$ cat config.mk
export PLATFORM = sky130hd
export DESIGN_NAME = periodic_task_tick_dispatcher
export DESIGN_NICKNAME = d
export VERILOG_FILES = /design/src/hdl/ptd_pkg.sv /design/src/hdl/ptd_cell.sv /design/src/hdl/periodic_task_tick_dispatcher.sv
export SDC_FILE = /design/constraint.sdc
export NUM_CORES = 1
export LEC_CHECK = 0
export BUFFER_PORTS_ARGS = -buffer_cell sky130_fd_sc_hd__buf_4
export CAP_MARGIN = 20
export CORE_MARGIN = 2
export CORE_UTILIZATION = 54
export DETAILED_ROUTE_END_ITERATION = 10
export GPL_TIMING_DRIVEN = 0
export PLACE_DENSITY_LB_ADDON = 0.08
export SETUP_SLACK_MARGIN = 0.15
export SYNTH_ARGS = -nofsm -noshare
export SYNTH_HDL_FRONTEND = slang
export SYNTH_SLANG_ARGS = --single-unit
$ cat constraint.sdc
create_clock -name clk -period 6.5 [get_ports clk]
set_clock_uncertainty 0.2 [all_clocks]
set_input_delay 1.95 -clock clk [delete_from_list [all_inputs] [get_ports clk]]
set_output_delay 1.95 -clock clk [all_outputs]
set_load 0.01 [all_outputs]
$ cat src/hdl/ptd_pkg.sv
// package for the periodic task tick dispatcher
// beat types, action codes, scan states and the cell control group; no dependencies
`default_nettype none
package ptd_pkg;

  localparam int SLOTS_DEF       = 8;
  localparam int PERIOD_BITS_DEF = 16;
  localparam int SLOT_W          = 4;
  localparam int IN_PERIOD_W     = 16;

  typedef enum logic [1:0] {
    ACT_TICK     = 2'd0,
    ACT_ADD      = 2'd1,
    ACT_DISPATCH = 2'd2,
    ACT_NONE     = 2'd3
  } ptd_action_t;

  typedef enum logic {
    ST_IDLE = 1'b0,
    ST_SCAN = 1'b1
  } ptd_state_t;

  typedef struct packed {
    ptd_action_t            action;
    logic [SLOT_W-1:0]      priority_req;
    logic [IN_PERIOD_W-1:0] period;
  } ptd_in_t;

  typedef struct packed {
    logic              found;
    logic [SLOT_W-1:0] task_slot;
    logic              irq_enabled;
  } ptd_out_t;

  typedef struct packed {
    logic tick;
    logic scan;
  } ptd_ctl_t;

endpackage
`default_nettype wire

$ cat src/hdl/ptd_cell.sv
// one task slot: period, countdown, armed and ready flags, and the scan token stage
// depends on ptd_pkg
`default_nettype none
module ptd_cell #(
  parameter int PERIOD_BITS = ptd_pkg::PERIOD_BITS_DEF
) (
  input  logic                   clk,
  input  logic                   rst_n,
  input  ptd_pkg::ptd_ctl_t      ctl,
  input  logic                   load,
  input  logic [PERIOD_BITS-1:0] load_period,
  input  logic                   start,
  input  logic                   tok_in,
  output logic                   tok_out,
  output logic                   hit
);
  import ptd_pkg::*;

  logic [PERIOD_BITS-1:0] period_r, period_nxt;
  logic [PERIOD_BITS-1:0] count_r, count_nxt;
  logic                   armed_r, armed_nxt;
  logic                   ready_r, ready_nxt;
  logic                   tok_r, tok_nxt;

  assign hit     = ctl.scan & tok_r & ready_r;
  assign tok_out = ctl.scan & tok_r & ~ready_r;

  always_comb begin
    period_nxt = period_r;
    count_nxt  = count_r;
    armed_nxt  = armed_r;
    ready_nxt  = ready_r;
    if (load) begin
      period_nxt = load_period;
      count_nxt  = load_period;
      armed_nxt  = 1'b1;
      ready_nxt  = 1'b0;
    end else if (ctl.tick && armed_r) begin
      if (count_r == '0) begin
        ready_nxt = 1'b1;
        if (period_r == '0) begin
          armed_nxt = 1'b0;
        end else begin
          count_nxt = period_r - PERIOD_BITS'(1);
        end
      end else begin
        count_nxt = count_r - PERIOD_BITS'(1);
      end
    end
    if (hit) begin
      ready_nxt = 1'b0;
    end
    tok_nxt = ctl.scan ? tok_in : start;
  end

  always_ff @(posedge clk) begin
    period_r <= period_nxt;
    count_r  <= count_nxt;
    if (!rst_n) begin
      armed_r <= 1'b0;
      ready_r <= 1'b0;
      tok_r   <= 1'b0;
    end else begin
      armed_r <= armed_nxt;
      ready_r <= ready_nxt;
      tok_r   <= tok_nxt;
    end
  end

endmodule
`default_nettype wire

$ cat src/hdl/periodic_task_tick_dispatcher.sv
// tick, add and none beats: registered result, one beat per cycle unless out_stall
// dispatch beats: a token walks the ring of slot cells one cell per cycle,
// result registered on a hit or after a full lap; next beat is taken once it is out
// reset clears slot flags, the scan pointer to slot 1 and sets the interrupt enable
// top level of the periodic task tick dispatcher; depends on ptd_pkg and ptd_cell
`default_nettype none
module periodic_task_tick_dispatcher #(
  parameter int SLOTS       = ptd_pkg::SLOTS_DEF,
  parameter int PERIOD_BITS = ptd_pkg::PERIOD_BITS_DEF
) (
  input  logic             clk,
  input  logic             rst_n,
  input  logic             in_valid,
  output logic             in_stall,
  input  ptd_pkg::ptd_in_t in_data,
  output logic             out_valid,
  input  logic             out_stall,
  output ptd_pkg::ptd_out_t out_data
);
  import ptd_pkg::*;

  localparam int IDX = $clog2(SLOTS);

  ptd_state_t             state_r, state_nxt;
  logic [IDX-1:0]         ptr_r, ptr_nxt;
  logic [IDX-1:0]         cur_r, cur_nxt;
  logic [IDX-1:0]         cnt_r, cnt_nxt;
  logic                   irq_r, irq_nxt;
  logic                   out_valid_r, out_valid_nxt;
  ptd_out_t               out_data_r, out_data_nxt;

  ptd_ctl_t               ctl;
  logic                   tick_en;
  logic [SLOTS-1:0]       load_vec;
  logic [SLOTS-1:0]       start_vec;
  logic [SLOTS-1:0]       tok_out_vec;
  logic [SLOTS-1:0]       hit_vec;
  logic [PERIOD_BITS-1:0] load_period;
  logic                   accept;
  logic                   add_ok;
  logic [IDX-1:0]         add_idx;
  logic [IDX:0]           cur_plus;
  logic                   cur_last;

  assign load_period = PERIOD_BITS'(in_data.period);
  assign add_ok      = (in_data.priority_req != '0) &&
                       (32'(in_data.priority_req) <= 32'(SLOTS));
  assign add_idx     = IDX'(in_data.priority_req - SLOT_W'(1));
  assign cur_plus    = {1'b0, cur_r} + (IDX+1)'(1);
  assign cur_last    = (cur_r == IDX'(SLOTS - 1));

  assign in_stall  = (state_r != ST_IDLE) || (out_valid_r && out_stall);
  assign accept    = in_valid && !in_stall;
  assign out_valid = out_valid_r;
  assign out_data  = out_data_r;

  assign ctl = '{tick: tick_en, scan: (state_r == ST_SCAN)};

  genvar gi;
  generate
    for (gi = 0; gi < SLOTS; gi++) begin : g_cell
      localparam int PREV = (gi == 0) ? SLOTS - 1 : gi - 1;
      ptd_cell #(
        .PERIOD_BITS(PERIOD_BITS)
      ) u_cell (
        .clk        (clk),
        .rst_n      (rst_n),
        .ctl        (ctl),
        .load       (load_vec[gi]),
        .load_period(load_period),
        .start      (start_vec[gi]),
        .tok_in     (tok_out_vec[PREV]),
        .tok_out    (tok_out_vec[gi]),
        .hit        (hit_vec[gi])
      );
    end
  endgenerate

  always_comb begin
    state_nxt     = state_r;
    ptr_nxt       = ptr_r;
    cur_nxt       = cur_r;
    cnt_nxt       = cnt_r;
    irq_nxt       = irq_r;
    out_valid_nxt = out_valid_r && out_stall;
    out_data_nxt  = out_data_r;
    tick_en       = 1'b0;
    load_vec      = '0;
    start_vec     = '0;
    case (state_r)
      ST_IDLE: begin
        if (accept) begin
          case (in_data.action)
            ACT_TICK: begin
              tick_en       = 1'b1;
              out_valid_nxt = 1'b1;
              out_data_nxt  = '{found: 1'b0, task_slot: '0, irq_enabled: irq_r};
            end
            ACT_ADD: begin
              if (add_ok) begin
                load_vec[add_idx] = 1'b1;
              end
              out_valid_nxt = 1'b1;
              out_data_nxt  = '{found: 1'b0, task_slot: '0, irq_enabled: irq_r};
            end
            ACT_DISPATCH: begin
              start_vec[ptr_r] = 1'b1;
              cur_nxt          = ptr_r;
              cnt_nxt          = '0;
              state_nxt        = ST_SCAN;
            end
            default: begin
              out_valid_nxt = 1'b1;
              out_data_nxt  = '{found: 1'b0, task_slot: '0, irq_enabled: irq_r};
            end
          endcase
        end
      end
      ST_SCAN: begin
        if (|hit_vec) begin
          irq_nxt       = 1'b0;
          ptr_nxt       = cur_last ? '0 : IDX'(cur_plus);
          out_valid_nxt = 1'b1;
          out_data_nxt  = '{found: 1'b1, task_slot: SLOT_W'(cur_plus), irq_enabled: 1'b0};
          state_nxt     = ST_IDLE;
        end else if (cnt_r == IDX'(SLOTS - 1)) begin
          irq_nxt       = 1'b1;
          out_valid_nxt = 1'b1;
          out_data_nxt  = '{found: 1'b0, task_slot: '0, irq_enabled: 1'b1};
          state_nxt     = ST_IDLE;
        end else begin
          cur_nxt = cur_last ? '0 : IDX'(cur_plus);
          cnt_nxt = cnt_r + IDX'(1);
        end
      end
      default: begin
        state_nxt = ST_IDLE;
      end
    endcase
  end

  always_ff @(posedge clk) begin
    cur_r      <= cur_nxt;
    cnt_r      <= cnt_nxt;
    out_data_r <= out_data_nxt;
    if (!rst_n) begin
      state_r     <= ST_IDLE;
      ptr_r       <= '0;
      irq_r       <= 1'b1;
      out_valid_r <= 1'b0;
    end else begin
      state_r     <= state_nxt;
      ptr_r       <= ptr_nxt;
      irq_r       <= irq_nxt;
      out_valid_r <= out_valid_nxt;
    end
  end

endmodule
`default_nettype wire

==> flow_summary.yaml <==
cts:
  cts.path.max_buffers: 3
  cts-root-buf: "clkbuf_16"
  insertion_delay_ns: 0.51
  cts_resized: 0
  cts_hold_buf: 0
  post_cts_buffers: 0
  cts_max_level: 2
  clk_pin_slew_worst_paths_ns: 0.06
  cts_sinks: 298
  numCtsBuffers: 35
  tritoncts: "done"
layout:
  nets: 1697
  drive_above_1_share_pct: 8.745
  final_cells: 2065
  num-fill-cells: 2418
  multi_input_area_sq_mm: 0.006909
  syn2layout_area_growth_pct: 11.96
  n_antenna_cell: 0
  utilization_pct: 61.87
  regArea_sq_mm: 0.008648
critical_path:
  rr_startpoint: "g_cell[1].u_cell.count_r[4]$_DFFE_PP_"
  critPathKind: "primary input to flip-flop"
  cp_max_fo: 16
  worstSetupStartpoint: "in_data[16]"
  cp-start-kind: "primary input"
  r2r_cells: 12
  crit_path_end_kind: "flip-flop"
  critPathRequiredTime_ns: 6.37
  worstPathArrival_ns: 4.61
  regToRegEndpoint: "g_cell[1].u_cell.count_r[14]$_DFFE_PP_"
  regToRegSetupSlack_ns: 2.18
yosys:
  synth_top_family_by_area: "simple AND/OR/NAND/NOR gates"
  avgSynthCellArea_sq_um: 10.12
  async_flop_share_pct: 0
  yosys_warnings: 0
  synth_compound_area_share_pct: 17.59
  synthMuxAreaShare_pct: 0.9469
  synth-main-ff-cell: "edfxtp_1"
  synthMostInstantiatedCell: "edfxtp_1"
  synth_nets: 1619
  synth_edf_count: 268
  synth.largest_area_cell: "edfxtp_1"
  netlist_instances: 1580
  synth.top_cell.area_share_pct: 50.33
  yosysSeqAreaShare_pct: 54.09
  synth_fa_ha_area_share_pct: 1.017
  synthXorXnorAreaFrac_pct: 4.163
  synth-simple-area-share_pct: 19.49
  synth_common_cells: "edfxtp_1 (268), nand2_1 (163), nor2_1 (155), a21oi_1 (147), o21ai_0 (101)"
  ys_seq_elements: 298
  synth_area_leaders: "edfxtp_1 (50%), a21oi_1 (4.6%), nand2_1 (3.8%), dfxtp_1 (3.8%), nor2_1 (3.6%)"
  synthesis.area_sq_mm: 0.01599
  ys_types: 80
grt:
  grt_usage_pct: 30.72
  grt_max_degree: 26
  antenna_found_initial: 1
  grt_first_pass_wirelength_microns: 72510
  grt_pass1_vias: 12420
  overflow: 0
power:
  powerDensity_mw_per_mm2: 229.0
  combPwrFrac_pct: 3.6
  p_int_mw: 3.224
  seqPwrFrac_pct: 51.2
  ir_drop_mv: 0.2125
  leakage_nw: 5.791
  p_clk_share_pct: 45.2
  p_switching_uw: 876.0
  swShare_pct: 21.37
worst_hold_path:
  min_to: "g_cell[1].u_cell.ready_r$_SDFFE_PP0P_"
  hold_depth: 2
  hp-start: "g_cell[1].u_cell.ready_r$_SDFFE_PP0P_"
  hold_class: "flip-flop to flip-flop"
timing:
  fin_setup_tns_ns: 0
  min_period_ns: 4.737
  fmax_mhz: 211.1
  drv_slew: 0
  rsz0062_at_grt: "no"
  whs_ns: 0.2991
  slew_headroom_pct: 25.31
  post-route-period-util_pct: 72.87
  final-hold-violation-count: 0
  tightest_slew_ns: 1.120
  setup_violations: 0
die:
  fp-row-count: 62
  die_h_microns: 176.1
  dieArea_sq_mm: 0.03100
  core_area_sq_mm: 0.02894
  io_pins: 34
  start_util_pct: 55.26
  die_w_microns: 176.1
route:
  wire_per_inst_microns: 23.17
  vias_per_cell: 6.529
  vias: 13480
  drt_iter0_markers: 1509
  firstDrtPassIters: 5
  drc: 0
  drt-total-wl_microns: 47850
  drtAntennaViolNets: 0
placed_design:
  io_buffers: 32
  dp_hpwl_microns: 31490
  routabilityCongestion: 0.9305
  dp_cells: 2004
run:
  max_cap_violations: 0
outcome:
  outcome: "finished, final reports clean"
==> registers in the layout, summed over array words and instances, names as in the netlist, 3 cells and up <==
register / flops
g_cell.u_cell.count_r: 128
g_cell.u_cell.tok_r: 8
g_cell.u_cell.period_r: 128
g_cell.u_cell.armed_r: 8
ptr_r: 3
g_cell.u_cell.ready_r: 8
cur_r: 3
cnt_r: 3
out_data: 6
==> routing by layer <==
metal	track usage [%]	share of wire, %	vias up
met1	45.80	43	6468
met3	4.845	10	104
met5	0	0	-
met4	11.54	3.7	0
met2	45.36	42	727
li1	-	-	6183
==> kinds of logic after synthesis <==
kind of cell	after synthesis
flops	298
xor+xnor	76
fa+ha+maj	13
mux	14
buf+inv	105
compound gates	449
simple gates	625
==> power by group through the flow <==
stage	Clock, mW	Combinational [mW]	Sequential [mW]
finish	1.85	0.148	2.10
global route	1.95	0.154	2.10
CTS	1.87	0.145	2.10
detailed placement	0	0.144	2.14
global placement	0	0.142	2.14
floorplan	0	0.0522	2.14
==> cell usage in the layout (no fill, tap or decap), drive strengths merged, types with 13 or more instances in the layout <==
master	instances
and2	18
nor2	156
nand2	163
inv	23
or4	18
dfxtp	30
nor4	41
o211ai	15
or2	13
edfxtp	268
a211oi	16
o21ai	107
clkbuf	106
xnor2	34
o31ai	13
nand3	28
buf	65
a21oi	148
ha	13
nor3	72
or3	41
a31oi	32
nand2b	15
xor2	42
==> layout make-up <==
class,instances,area share [%]
sequential,298,48.31
clock inverter,10,0.3914
multi-input combinational,1177,38.60
timing repair buffer,41,2.048
inverter,25,0.5242
buffer,80,1.887
tap,384,2.684
clock buffer,50,5.557
==> through the flow <==
stage          power, mW  setup slack [ns]  area [sq um]
2_1_floorplan      2.188             1.800         15990
3_3_place_gp       2.280             1.113         16710
3_5_place_dp       2.282             1.322         16830
4_1_cts            4.113             1.807         17900
5_1_grt            4.206             1.624         17900
6_report           4.100             1.763         17900
==> worst max-delay path by stage <==
| stage | slack (ns) | endpoint | cells past startpoint |
|---|---|---|---|
| 2_1_floorplan | 1.80 | g_cell[3].u_cell.count_r[7]$_DFFE_PP_ | 9 |
| 3_3_place_gp | 1.11 | g_cell[0].u_cell.period_r[5]$_DFFE_PP_ | 9 |
| 3_5_place_dp | 1.32 | g_cell[7].u_cell.count_r[11]$_DFFE_PP_ | 9 |
| 4_1_cts | 1.81 | g_cell[7].u_cell.count_r[9]$_DFFE_PP_ | 9 |
| 5_1_grt | 1.62 | g_cell[7].u_cell.count_r[9]$_DFFE_PP_ | 9 |
| 6_report | 1.76 | g_cell[6].u_cell.count_r[5]$_DFFE_PP_ | 9 |
==> critical path, cell delays in order <==
cell and delay, ns:
buf_4 0.11, inv_1 0.07, ha_1 0.24, and3b_1 0.18
o21ai_0 0.31, or3_1 0.20, clkbuf_1 0.40, clkbuf_1 0.51
nand2_1 0.63
(Power assumes the default switching activity.)
